--- src/rtl/adfc_pkg.sv ---
`timescale 1ns / 1ps

package adfc_pkg;

  // sizes
  localparam int CHANNELS       = 8;
  localparam int MAX_OVERSAMPLE = 64;
  localparam int CH_W           = 3;
  localparam int POS_W          = 6;
  localparam int VAL_W          = 16;
  localparam int SCALE_W        = 32;
  localparam int ACC_W          = 48;
  localparam int CNT_W          = 7;
  localparam int NRM_W          = 16;
  localparam int OUT_W          = 32;
  localparam int FUNC_W         = 2;
  localparam int COEF_AW        = $clog2(MAX_OVERSAMPLE);

  // multiply and divide unit
  localparam int MUL_CHUNK = 16;
  localparam int MUL_STEPS = ACC_W / MUL_CHUNK;
  localparam int PP_W      = MUL_CHUNK + SCALE_W;
  localparam int PROD_W    = ACC_W + SCALE_W;
  localparam int DIV_STEPS = PROD_W;
  localparam int STEP_W    = $clog2(DIV_STEPS + 1);

  // item queue
  localparam int QUEUE_DEPTH = 2;
  localparam int QPTR_W      = $clog2(QUEUE_DEPTH);

  // range limits
  localparam logic [CH_W:0]  CH_LIMIT  = (CH_W + 1)'(CHANNELS);
  localparam logic [POS_W:0] POS_LIMIT = (POS_W + 1)'(MAX_OVERSAMPLE);

  // channel whose result is negated
  localparam logic [CH_W-1:0] CH_NEGATED = 3'd4;

  // func codes
  localparam logic [FUNC_W-1:0] FUNC_SAMPLE = 2'd0;
  localparam logic [FUNC_W-1:0] FUNC_COEF   = 2'd1;
  localparam logic [FUNC_W-1:0] FUNC_CAL    = 2'd2;

  // register bus
  localparam int APB_AW = 3;
  localparam int APB_DW = 32;
  localparam logic REG_OVERSAMPLE = 1'b0;
  localparam logic REG_NORMALIZER = 1'b1;

  // result limits
  localparam logic [OUT_W-1:0] LIM_POS = 32'h7fff_ffff;
  localparam logic [OUT_W-1:0] LIM_NEG = 32'h8000_0000;

  typedef enum logic [1:0] {
    K_COEF,
    K_CAL,
    K_SAMPLE
  } kind_t;

  // one queued item after classification
  typedef struct packed {
    kind_t                     kind;
    logic                      last;
    logic [POS_W-1:0]          pos;
    logic [CH_W-1:0]           ch;
    logic signed [VAL_W-1:0]   value;
    logic signed [SCALE_W-1:0] scale_word;
  } q_entry_t;

  // block-end job for the scaling unit
  typedef struct packed {
    logic signed [ACC_W-1:0]   acc;
    logic signed [SCALE_W-1:0] scale;
    logic [CH_W-1:0]           ch;
  } job_t;

  typedef enum logic [3:0] {
    B_IDLE = 4'b0001,
    B_MAC  = 4'b0010,
    B_ACC  = 4'b0100,
    B_SEND = 4'b1000
  } back_state_t;

  typedef enum logic [4:0] {
    SC_IDLE = 5'b00001,
    SC_ABS  = 5'b00010,
    SC_MUL  = 5'b00100,
    SC_DIV  = 5'b01000,
    SC_DONE = 5'b10000
  } sc_state_t;

endpackage

--- src/rtl/adc_decimating_fir_calibrate.sv ---
`timescale 1ns / 1ps
// load items are taken by the back end in its idle state once queued; a sample steps through read, multiply and add
// a block-end sample then goes to the scaling unit: 3 partial-product steps, then the 80-step divider
// inputs keep queueing while the divider runs, until the two-entry queue is full
// synchronous reset: accumulators read as zero, registers go to 1, queue and outputs empty

module adc_decimating_fir_calibrate import adfc_pkg::*; (
  input  logic                      clk,
  input  logic                      rst,
  input  logic                      psel,
  input  logic                      penable,
  input  logic                      pwrite,
  input  logic [APB_AW-1:0]         paddr,
  input  logic [APB_DW-1:0]         pwdata,
  output logic [APB_DW-1:0]         prdata,
  output logic                      pready,
  input  logic                      in_valid,
  output logic                      in_ready,
  input  logic [FUNC_W-1:0]         func,
  input  logic [POS_W-1:0]          position,
  input  logic [CH_W-1:0]           channel,
  input  logic signed [VAL_W-1:0]   value,
  input  logic signed [SCALE_W-1:0] scale_word,
  output logic                      out_valid,
  input  logic                      out_ready,
  output logic [CH_W-1:0]           out_channel,
  output logic signed [OUT_W-1:0]   filtered,
  output logic                      saturated
);

  logic [CNT_W-1:0] oversample_count;
  logic [NRM_W-1:0] normalizer;
  logic [CNT_W-1:0] cnt_eff;
  logic [NRM_W-1:0] nrm_eff;
  logic             reg_idx;
  logic             q_valid;
  q_entry_t         q_head;
  logic             q_pop;
  logic             job_valid;
  job_t             job;
  logic             job_ready;

  assign pready  = 1'b1;
  assign reg_idx = paddr[2];
  assign cnt_eff = (oversample_count == '0) ? CNT_W'(1) : oversample_count;
  assign nrm_eff = (normalizer == '0) ? NRM_W'(1) : normalizer;

  // register writes
  always_ff @(posedge clk) begin
    if (rst) begin
      oversample_count <= CNT_W'(1);
      normalizer       <= NRM_W'(1);
    end else if (psel && penable && pwrite && pready) begin
      unique case (reg_idx)
        REG_OVERSAMPLE: oversample_count <= pwdata[CNT_W-1:0];
        REG_NORMALIZER: normalizer       <= pwdata[NRM_W-1:0];
        default:        normalizer       <= normalizer;
      endcase
    end
  end

  // register reads
  always_comb begin
    unique case (reg_idx)
      REG_OVERSAMPLE: prdata = APB_DW'(oversample_count);
      REG_NORMALIZER: prdata = APB_DW'(normalizer);
      default:        prdata = '0;
    endcase
  end

  adfc_front u_front (
    .clk        (clk),
    .rst        (rst),
    .in_valid   (in_valid),
    .in_ready   (in_ready),
    .func       (func),
    .position   (position),
    .channel    (channel),
    .value      (value),
    .scale_word (scale_word),
    .cnt_eff    (cnt_eff),
    .q_valid    (q_valid),
    .q_head     (q_head),
    .q_pop      (q_pop)
  );

  adfc_back u_back (
    .clk       (clk),
    .rst       (rst),
    .q_valid   (q_valid),
    .q_head    (q_head),
    .q_pop     (q_pop),
    .job_valid (job_valid),
    .job       (job),
    .job_ready (job_ready)
  );

  adfc_scale u_scale (
    .clk         (clk),
    .rst         (rst),
    .job_valid   (job_valid),
    .job         (job),
    .job_ready   (job_ready),
    .nrm_eff     (nrm_eff),
    .out_valid   (out_valid),
    .out_ready   (out_ready),
    .out_channel (out_channel),
    .filtered    (filtered),
    .saturated   (saturated)
  );

endmodule

--- src/rtl/adfc_ram.sv ---
`timescale 1ns / 1ps

module adfc_ram #(
  parameter int WIDTH = 16,
  parameter int DEPTH = 64
) (
  input  logic                     clk,
  input  logic                     we,
  input  logic [$clog2(DEPTH)-1:0] waddr,
  input  logic [WIDTH-1:0]         wdata,
  input  logic [$clog2(DEPTH)-1:0] raddr,
  output logic [WIDTH-1:0]         rdata
);

  logic [WIDTH-1:0] mem [DEPTH];

  // one write port, registered read port
  always_ff @(posedge clk) begin
    if (we) begin
      mem[waddr] <= wdata;
    end
    rdata <= mem[raddr];
  end

endmodule

--- src/rtl/adfc_front.sv ---
`timescale 1ns / 1ps

module adfc_front import adfc_pkg::*; (
  input  logic                     clk,
  input  logic                     rst,
  input  logic                     in_valid,
  output logic                     in_ready,
  input  logic [FUNC_W-1:0]        func,
  input  logic [POS_W-1:0]         position,
  input  logic [CH_W-1:0]          channel,
  input  logic signed [VAL_W-1:0]  value,
  input  logic signed [SCALE_W-1:0] scale_word,
  input  logic [CNT_W-1:0]         cnt_eff,
  output logic                     q_valid,
  output q_entry_t                 q_head,
  input  logic                     q_pop
);

  q_entry_t          entries [QUEUE_DEPTH];
  logic [QPTR_W-1:0] wptr;
  logic [QPTR_W-1:0] rptr;
  logic [QPTR_W:0]   count;
  q_entry_t          cls;
  logic              keep;
  logic              push;
  logic              ch_ok;
  logic              pos_ok;

  // classify the incoming item and drop what has no effect
  always_comb begin
    ch_ok  = {1'b0, channel} < CH_LIMIT;
    pos_ok = ({1'b0, position} < POS_LIMIT) && ({1'b0, position} < cnt_eff);
    cls.pos        = position;
    cls.ch         = channel;
    cls.value      = value;
    cls.scale_word = scale_word;
    cls.last       = ({1'b0, position} == (cnt_eff - 7'd1));
    cls.kind       = K_SAMPLE;
    keep           = 1'b0;
    unique case (func)
      FUNC_SAMPLE: begin
        cls.kind = K_SAMPLE;
        keep     = ch_ok && pos_ok;
      end
      FUNC_COEF: begin
        cls.kind = K_COEF;
        keep     = {1'b0, position} < POS_LIMIT;
      end
      FUNC_CAL: begin
        cls.kind = K_CAL;
        keep     = ch_ok;
      end
      default: begin
        keep = 1'b0;
      end
    endcase
  end

  assign in_ready = (count != (QPTR_W + 1)'(QUEUE_DEPTH));
  assign push     = in_valid && in_ready && keep;
  assign q_valid  = (count != '0);
  assign q_head   = entries[rptr];

  // queue storage
  always_ff @(posedge clk) begin
    if (push) begin
      entries[wptr] <= cls;
    end
  end

  // queue pointers
  always_ff @(posedge clk) begin
    if (rst) begin
      wptr  <= '0;
      rptr  <= '0;
      count <= '0;
    end else begin
      if (push) begin
        wptr <= wptr + 1'b1;
      end
      if (q_pop) begin
        rptr <= rptr + 1'b1;
      end
      case ({push, q_pop})
        2'b10:   count <= count + 1'b1;
        2'b01:   count <= count - 1'b1;
        default: count <= count;
      endcase
    end
  end

endmodule

--- src/rtl/adfc_back.sv ---
`timescale 1ns / 1ps

module adfc_back import adfc_pkg::*; (
  input  logic     clk,
  input  logic     rst,
  input  logic     q_valid,
  input  q_entry_t q_head,
  output logic     q_pop,
  output logic     job_valid,
  output job_t     job,
  input  logic     job_ready
);

  back_state_t               state;
  back_state_t               state_next;
  logic signed [VAL_W-1:0]   bias [CHANNELS];
  logic signed [SCALE_W-1:0] scale [CHANNELS];
  logic signed [ACC_W-1:0]   acc [CHANNELS];
  logic [CHANNELS-1:0]       acc_valid;
  logic [CH_W-1:0]           cur_ch;
  logic signed [VAL_W-1:0]   cur_val;
  logic                      cur_last;
  logic signed [VAL_W-1:0]   coef;
  logic signed [VAL_W:0]     sum;
  logic signed [2*VAL_W:0]   prod;
  logic signed [ACC_W-1:0]   acc_cur;
  logic signed [ACC_W-1:0]   acc_new;
  logic                      coef_we;

  assign q_pop     = (state == B_IDLE) && q_valid;
  assign coef_we   = q_pop && (q_head.kind == K_COEF);
  assign job_valid = (state == B_SEND);

  // coefficient table
  adfc_ram #(
    .WIDTH (VAL_W),
    .DEPTH (MAX_OVERSAMPLE)
  ) u_coef_ram (
    .clk   (clk),
    .we    (coef_we),
    .waddr (q_head.pos[COEF_AW-1:0]),
    .wdata (q_head.value),
    .raddr (q_head.pos[COEF_AW-1:0]),
    .rdata (coef)
  );

  // bias plus sample, and the running sum of the channel
  always_comb begin
    sum     = {cur_val[VAL_W-1], cur_val} + {bias[cur_ch][VAL_W-1], bias[cur_ch]};
    acc_cur = acc_valid[cur_ch] ? acc[cur_ch] : '0;
    acc_new = acc_cur + {{(ACC_W - 2*VAL_W - 1){prod[2*VAL_W]}}, prod};
  end

  // sequencer
  always_comb begin
    state_next = state;
    unique case (state)
      B_IDLE: begin
        if (q_valid && (q_head.kind == K_SAMPLE)) begin
          state_next = B_MAC;
        end
      end
      B_MAC: begin
        state_next = B_ACC;
      end
      B_ACC: begin
        state_next = cur_last ? B_SEND : B_IDLE;
      end
      B_SEND: begin
        if (job_ready) begin
          state_next = B_IDLE;
        end
      end
      default: begin
        state_next = B_IDLE;
      end
    endcase
  end

  always_ff @(posedge clk) begin
    if (rst) begin
      state     <= B_IDLE;
      acc_valid <= '0;
    end else begin
      state <= state_next;
      if (state == B_ACC) begin
        acc_valid[cur_ch] <= !cur_last;
      end
    end
  end

  // calibration tables, current item, product and accumulators
  always_ff @(posedge clk) begin
    if (q_pop && (q_head.kind == K_CAL)) begin
      bias[q_head.ch]  <= q_head.value;
      scale[q_head.ch] <= q_head.scale_word;
    end
    if (q_pop && (q_head.kind == K_SAMPLE)) begin
      cur_ch   <= q_head.ch;
      cur_val  <= q_head.value;
      cur_last <= q_head.last;
    end
    if (state == B_MAC) begin
      prod <= sum * coef;
    end
    if (state == B_ACC) begin
      acc[cur_ch] <= acc_new;
      job.acc     <= acc_new;
      job.scale   <= scale[cur_ch];
      job.ch      <= cur_ch;
    end
  end

endmodule

--- src/rtl/adfc_scale.sv ---
`timescale 1ns / 1ps

module adfc_scale import adfc_pkg::*; (
  input  logic                    clk,
  input  logic                    rst,
  input  logic                    job_valid,
  input  job_t                    job,
  output logic                    job_ready,
  input  logic [NRM_W-1:0]        nrm_eff,
  output logic                    out_valid,
  input  logic                    out_ready,
  output logic [CH_W-1:0]         out_channel,
  output logic signed [OUT_W-1:0] filtered,
  output logic                    saturated
);

  sc_state_t           state;
  sc_state_t           state_next;
  job_t                cur;
  logic [ACC_W-1:0]    a_sh;
  logic [SCALE_W-1:0]  s_mag;
  logic                neg;
  logic [PROD_W-1:0]   prod;
  logic [STEP_W-1:0]   step;
  logic [NRM_W-1:0]    rem;
  logic [OUT_W-1:0]    q_lo;
  logic                q_hi;
  logic [PP_W-1:0]     pp;
  logic [NRM_W:0]      trial;
  logic [NRM_W:0]      diff;
  logic                ge;
  logic [OUT_W-1:0]    lim;
  logic                over;
  logic [OUT_W-1:0]    mag;
  logic                out_free;

  assign job_ready = (state == SC_IDLE);
  assign out_free  = !out_valid || out_ready;

  // one partial product and one divider step
  always_comb begin
    pp    = a_sh[ACC_W-1 -: MUL_CHUNK] * s_mag;
    trial = {rem, prod[PROD_W-1]};
    diff  = trial - {1'b0, nrm_eff};
    ge    = (trial >= {1'b0, nrm_eff});
  end

  // clip and sign
  always_comb begin
    lim  = neg ? LIM_NEG : LIM_POS;
    over = q_hi || (q_lo > lim);
    mag  = over ? lim : q_lo;
  end

  // sequencer
  always_comb begin
    state_next = state;
    unique case (state)
      SC_IDLE: begin
        if (job_valid) begin
          state_next = SC_ABS;
        end
      end
      SC_ABS: begin
        state_next = SC_MUL;
      end
      SC_MUL: begin
        if (step == STEP_W'(MUL_STEPS - 1)) begin
          state_next = SC_DIV;
        end
      end
      SC_DIV: begin
        if (step == STEP_W'(DIV_STEPS - 1)) begin
          state_next = SC_DONE;
        end
      end
      SC_DONE: begin
        if (out_free) begin
          state_next = SC_IDLE;
        end
      end
      default: begin
        state_next = SC_IDLE;
      end
    endcase
  end

  always_ff @(posedge clk) begin
    if (rst) begin
      state     <= SC_IDLE;
      out_valid <= 1'b0;
    end else begin
      state <= state_next;
      if ((state == SC_DONE) && out_free) begin
        out_valid <= 1'b1;
      end else if (out_ready) begin
        out_valid <= 1'b0;
      end
    end
  end

  // datapath: magnitudes, shift-add product, restoring division
  always_ff @(posedge clk) begin
    unique case (state)
      SC_IDLE: begin
        if (job_valid) begin
          cur <= job;
        end
      end
      SC_ABS: begin
        a_sh  <= cur.acc[ACC_W-1] ? (~cur.acc + 1'b1) : cur.acc;
        s_mag <= cur.scale[SCALE_W-1] ? (~cur.scale + 1'b1) : cur.scale;
        neg   <= (cur.acc[ACC_W-1] ^ cur.scale[SCALE_W-1]) ^ (cur.ch == CH_NEGATED);
        prod  <= '0;
        step  <= '0;
      end
      SC_MUL: begin
        prod <= (prod << MUL_CHUNK) + PROD_W'(pp);
        a_sh <= a_sh << MUL_CHUNK;
        if (step == STEP_W'(MUL_STEPS - 1)) begin
          step <= '0;
          rem  <= '0;
          q_lo <= '0;
          q_hi <= 1'b0;
        end else begin
          step <= step + 1'b1;
        end
      end
      SC_DIV: begin
        rem  <= ge ? diff[NRM_W-1:0] : trial[NRM_W-1:0];
        prod <= prod << 1;
        q_lo <= {q_lo[OUT_W-2:0], ge};
        q_hi <= q_hi | q_lo[OUT_W-1];
        step <= step + 1'b1;
      end
      SC_DONE: begin
        if (out_free) begin
          out_channel <= cur.ch;
          filtered    <= neg ? (~mag + 1'b1) : mag;
          saturated   <= over;
        end
      end
      default: begin
        step <= '0;
      end
    endcase
  end

endmodule

--- config.mk ---
export PLATFORM = sky130hd
export DESIGN_NAME = adc_decimating_fir_calibrate
export DESIGN_NICKNAME = d
export VERILOG_FILES = /design/src/rtl/adfc_pkg.sv /design/src/rtl/adc_decimating_fir_calibrate.sv /design/src/rtl/adfc_ram.sv /design/src/rtl/adfc_front.sv /design/src/rtl/adfc_back.sv /design/src/rtl/adfc_scale.sv
export SDC_FILE = /design/constraint.sdc
export NUM_CORES = 2
export LEC_CHECK = 0
export ABC_AREA = 1
export BUFFER_PORTS_ARGS = -buffer_cell sky130_fd_sc_hd__buf_4
export CORE_MARGIN = 8
export CORE_UTILIZATION = 58
export CTS_CLUSTER_DIAMETER = 30
export DETAILED_ROUTE_END_ITERATION = 16
export PLACE_DENSITY = 0.76
export SKIP_LAST_GASP = 1
export SLEW_MARGIN = 20
export SYNTH_ARGS = -nofsm -noshare
export SYNTH_HDL_FRONTEND = slang
export SYNTH_SLANG_ARGS = --single-unit
--- constraint.sdc ---
create_clock -name clk -period 9.5 [get_ports clk]
set_clock_uncertainty 0.1 [all_clocks]
set_input_delay 1.425 -clock clk [delete_from_list [all_inputs] [get_ports clk]]
set_output_delay 1.425 -clock clk [all_outputs]
set_load 0.01 [all_outputs]
After elaboration in Yosys (flattened, before gate mapping)
Memories as Yosys holds them, arrays and structs flattened. A register that Yosys moved wholly into a read port is not among the register bits.
Cells that the tools add are included.

operators by class
  reductions and logical operators = 34
  multipliers = 2
  muxes and demuxes = 51
  $lt $le $gt $ge = 5
  divide/modulo/power cells = 0
  bitwise logic cells = 7
  add/subtract/negate cells = 13
  eq/ne operators = 26
  shift operators = 0

operators by type and width
  cell                     count
  $pmux W80 S3             1
  $mux W32                 4
  $pmux W32 S2             2
  $mux W48                 2
  $pmux W48 S2             1
  $add A80 B48 Y80         1
  $add A32 B1 Y32 const B  2
  $not A32 Y32             2
  $add A48 B1 Y48 const B  1
  $add A48 B48 Y48         1
  $mul A16 B32 Y48         1
  $mux W16                 3
  $not A48 Y48             1
  $mul A17 B16 Y33         1
  $gt A32 B32 Y1           1
  $pmux W16 S2             1
  $mux W31                 1
  $pmux W5 S5              1
  $pmux W7 S3              1
  $mux W5                  4
  $add A16 B16 Y17         1
  $ge A17 B16 Y1           1
  $logic_not A16 Y1        1
  $pmux W4 S4              1
  other kinds (48)         102

storage, ports and cells
  logic and storage cells = 173
  output and inout port bits = 71
  memories = 5
  memory bits (read-only) = 0
  RAM bits = 1912
  bits in registers = 485
  bits in latches = 0
  bits of input ports = 101

memories
  name                   depth  bits a word  rd ports  clocked after Yosys merged registers in  wr ports  line              source
  u_back.u_coef_ram.mem  64     16           1         1                                        1         adfc_ram.sv:15    logic [WIDTH-1:0] mem [DEPTH];
  u_back.acc             8      48           1         1                                        1         adfc_back.sv:18   logic signed [ACC_W-1:0] acc [CHANNELS];
  u_back.scale           8      32           1         1                                        1         adfc_back.sv:17   logic signed [SCALE_W-1:0] scale [CHANNELS];
  u_back.bias            8      16           1         1                                        1         adfc_back.sv:16   logic signed [VAL_W-1:0] bias [CHANNELS];
  u_front.entries        2      60           1         1                                        1         adfc_front.sv:19  q_entry_t entries [QUEUE_DEPTH];

Logic depth before layout (Yosys ltp)
  word-level depth = 7
  mapped depth = 48
  depth with buffers taken out = 44

Cells and area by module
A second synthesis with hierarchy kept.

second synthesis, totals
  cell total of the unflattened synthesis = 13043
  area, all modules = 134118.6 um^2

modules (own cells, without submodules)
  module                        instances  cells an instance  area each (um^2)
  adfc_back                     1          4845               50034.2
  adfc_ram                      1          3517               42099.1
  adfc_scale                    1          4157               35600.4
  adfc_front                    1          278                4924.7
  adc_decimating_fir_calibrate  1          246                1460.2

Least setup slack after synthesis
Ideal clock, no wire load.

  path kind = register -> register
  from = register u_back.state[0]
  to = register u_back.acc_valid[6]
  setup slack = -0.077 ns
  data arrival time = 9.393 ns
  buffers on the path = 0
  stages on the path, launching flop included = 10
  data required time = 9.317 ns
  period minus slack after synthesis = 9.577 ns
  cells stage by stage = dfxtp_1 nor2_1 inv_1 nor3_1 inv_1 nor2_1 inv_1 nor2_1 o21ai_0 a21oi_1

on the way
  word-level cells in the longest chain between the ends = 1

RTL lines
  what                             line             source
  from (decl)                      adfc_back.sv:14  back_state_t state;
  from (signal assigned)           adfc_back.sv:85  state <= state_next;
  $eq A4 B3 Y1                     adfc_back.sv:86  if (state == B_ACC) begin
  to (signal, indexed assignment)  adfc_back.sv:87  acc_valid[cur_ch] <= !cur_last;
  to (decl)                        adfc_back.sv:19  logic [CHANNELS-1:0] acc_valid;

No other way between the ends.
A chain may end at the register's enable or synchronous reset.

==> impl_metrics.csv <==
group,metric,value,unit
outcome,outcome,"finished, final reports clean",
cts,clock_latency,1.03,ns
worst_hold_path,hold_class,"reg2reg",
synth,synth_mux_area_share,0.00777,%
timing,rsz0062_at_grt,"yes",
detailed_routing,first_pass_iters,8,
synth,ys_types,77,
synth,avgSynthCellArea,11.1,sq um
worst_setup_path,r2r_slack,0.52,ns
die,start_util,58.2,%
timing,slew_headroom,16.6,%
placement,place_congestion,0.940,
synth,synth_compound_area_share,8.86,%
cells_and_area,syn_to_final_growth,14.5,%
worst_setup_path,max_stage_delay,0.60,ns
placement,dp.cells,14400,
timing,fmax,0.111,GHz
die,core_area,221000,sq um
worst_setup_path,startpoint_type,"flip-flop",
synth,synthesis.area,129000,sq um
cts,numCtsBuffers,408,
worst_setup_path,crit_fanout,50,
synth,synthAdderAreaFrac,14.7,%
synth,synth_edf_count,2384,
global_route,grt_antenna_before_repair,13,
die,die_h,487,microns
timing,finalSetupViolCount,0,
timing,period_minus_slack,8.98,ns
detailed_routing,ant_nets,0,
worst_setup_path,critPathKind,"reg2reg",
detailed_routing,vias,89400,
detailed_routing,drt_first_iter_violations,10700,
synth,ys_seq_area_share,56.6,%
worst_setup_path,slowest_stage,"fa_1",
synth,ys_async_sr_fraction,0,%
timing,period_share,94.5,%
global_route,grt_max_degree,103,
die,die_w,487,microns
global_route,grt-ovfl-total,0,
cts,tritoncts,"yes",
synth,ys_ff_latch,2449,
global_route,grt_usage,28.0,%
die,io_pins,172,
synth,yosysWarnings,0,
synth,synth.top_cell.area_share,55.6,%
die,num_rows,173,
timing,slew_viol_final,0,
synth,synth_flop_cell,"edfxtp_1",
synth,yosysTopAreaCell,"edfxtp_1",
cells_and_area,finalNonFillerCells,15100,
detailed_routing,routed_wl,340000,microns
cells_and_area,drive_gt1_share,9.99,%
synth,yosys-top-cells-area,"edfxtp_1 56%, fa_1 11%, inv_1 5.4%, nand2_1 5.1%, nor2_1 3.7%",
detailed_routing,avgViaCountPerCell,5.90,
cells_and_area,fill_cells,15400,
detailed_routing,drc,0,
cts,cts.sinks,2449,
synth,synth_top_family_by_area,"adder cells",
placement,pre_cts_ws,0.304,ns
cells_and_area,nets,13000,
global_route,grt_pass1_vias,91600,
placement,port_buffers,136,
synth,synthCells,11600,
worst_setup_path,cp.arrival,9.53,ns
die,design.die.area,237000,sq um
cts,htree_levels,5,
job,cap_violations,0,
worst_setup_path,cp_common_cell,"nand2_1",
cts,root_buffer,"clkbuf_16",
worst_setup_path,cp-end-kind,"flip-flop",
timing,setup_slack,0.519,ns
synth,yosys.area_share.simple,11.6,%
worst_setup_path,cp.required,10.05,ns
timing,worst_pin_slew,1.24,ns
placement,dp.final_hpwl,216000,microns
timing,setup_tns,0,ns
detailed_routing,wl_per_cell,22.4,microns
synth,synthXorXnorAreaFrac,1.18,%
cts,clkSlewWorstSetupHoldPaths,0.06,ns
cts,cts_buffer_depth,4,
global_route,grt_pass1_wl,517000,microns
timing,final-hold-violation-count,0,
-- through the flow --
| step | instance area (sq um) | util, % | hold WS [ns] |
|---|---|---|---|
| final | 148000 | 66.6 | 0.302 |
| after global routing | 148000 | 66.6 | 0.314 |
| after CTS | 147000 | 66.6 | 0.296 |
| after detailed placement | 133000 | 60.2 | 0.305 |
| after global placement | 133000 | 60.2 | 0.302 |
| after floorplan | 129000 | - | 0.300 |
-- area by class of cell --
cell class	count	area [sq um]	area share [%]
Antenna cell	9	22.5	0.0153
Clock buffer	462	10600	7.17
Clock inverter	278	3400	2.31
Inverter	1875	7080	4.80
Multi-Input combinational cell	6751	47200	32.0
Sequential cell	2449	72900	49.4
Tap cell	2975	3720	2.52
Timing Repair Buffer	349	2680	1.82
-- flip-flops by register name, summed over array words and instances, names as in the netlist, 32 cells and up, named ones only --
name,flops
u_back.job,83
u_front.entries,120
u_back.prod,33
u_scale.a_sh,48
u_back.acc,384
u_scale.s_mag,32
u_back.u_coef_ram.mem,1024
u_scale.cur,83
u_scale.filtered,32
u_scale.q_lo,32
u_scale.prod,80
u_back.scale,256
u_back.bias,128
-- synthesized netlist by cell type, types with 21 or more instances --
| cell | number |
|---|---|
| edfxtp_1 | 2384 |
| o21ai_0 | 712 |
| clkbuf_1 | 375 |
| ha_1 | 347 |
| xor2_1 | 103 |
| o21ai_1 | 29 |
| nand4_1 | 173 |
| a21oi_1 | 341 |
| a22oi_1 | 372 |
| dfxtp_1 | 65 |
| o22ai_1 | 88 |
| buf_4 | 21 |
| buf_1 | 39 |
| a221oi_1 | 44 |
| fa_1 | 729 |
| buf_2 | 59 |
| nor2_1 | 1272 |
| o21a_1 | 22 |
| o2111ai_1 | 33 |
| nor3_1 | 57 |
| inv_1 | 1844 |
| a31oi_1 | 100 |
| nand3_1 | 182 |
| nand2_1 | 1760 |
| or2_2 | 25 |
| a22o_1 | 37 |
| xnor2_1 | 68 |
-- critical path, delay by kind of cell, from the launching register on --
kind | cells | cell delay (ns)
simple gates | 11 | 1.09
fa+ha+maj | 8 | 3.79
buf+inv | 7 | 0.88
flops | 1 | 0.50
xor+xnor | 1 | 0.15
compound gates | 12 | 2.12
-- worst paths after layout --
kind,to,depth (start not counted),start
worst max-delay path,u_back.prod[31],39,flip-flop
worst min-delay path,u_scale.cur[6],0,u_back.job[6]
worst max register to register,u_back.prod[31],39,flip-flop
worst min register to register,u_scale.cur[6],0,u_back.job[6]
-- cells in the final DEF, fill, tap and decap left out, drive strengths merged, types with 20 or more instances in the layout --
cell	synthesis	routed
a221oi	44	44
a22oi	372	372
o2111ai	33	33
edfxtp	2384	2384
xor2	103	103
clkinvlp	0	40
nand3	209	209
o22ai	88	88
nor4	20	20
o21a	22	22
a21oi	342	342
dfxtp	65	65
fa	729	729
ha	347	347
bufinv	0	64
a31oi	100	100
clkinv	11	138
a22o	37	37
buf	125	349
o21ai	751	751
nor3	74	74
inv	1864	1911
nand2	1776	1776
xnor2	69	69
nand4	174	174
nor2	1288	1288
or2	40	40
clkbuf	375	462
-- cell families after synthesis --
family,after synthesis
other cells,2
simple gates,3602
flops,2449
xor+xnor,172
mux,1
fa+ha+maj,1076
compound gates,1883
buf+inv,2375
-- what timing repair did --
item                                    in CTS  in global routing
buffers inserted                             0                  3
endpoints found under the setup margin       0                 13
gates resized for setup                      0                 11
hold endpoints to repair                     0                  0
hold buffers                                 0                  0
-- metal layers --
metal,share of wire [%],GRT usage [%],vias up
li1,-,-,39500
met1,38,36.8,43700
met2,47,45.5,5225
met3,11,6.29,904
met4,4.0,11.4,6
met5,0.015,0,-
Power is left out: the tool's default activity adds up to more than one toggle a clock period on the data nets, which glitch-free logic cannot reach.
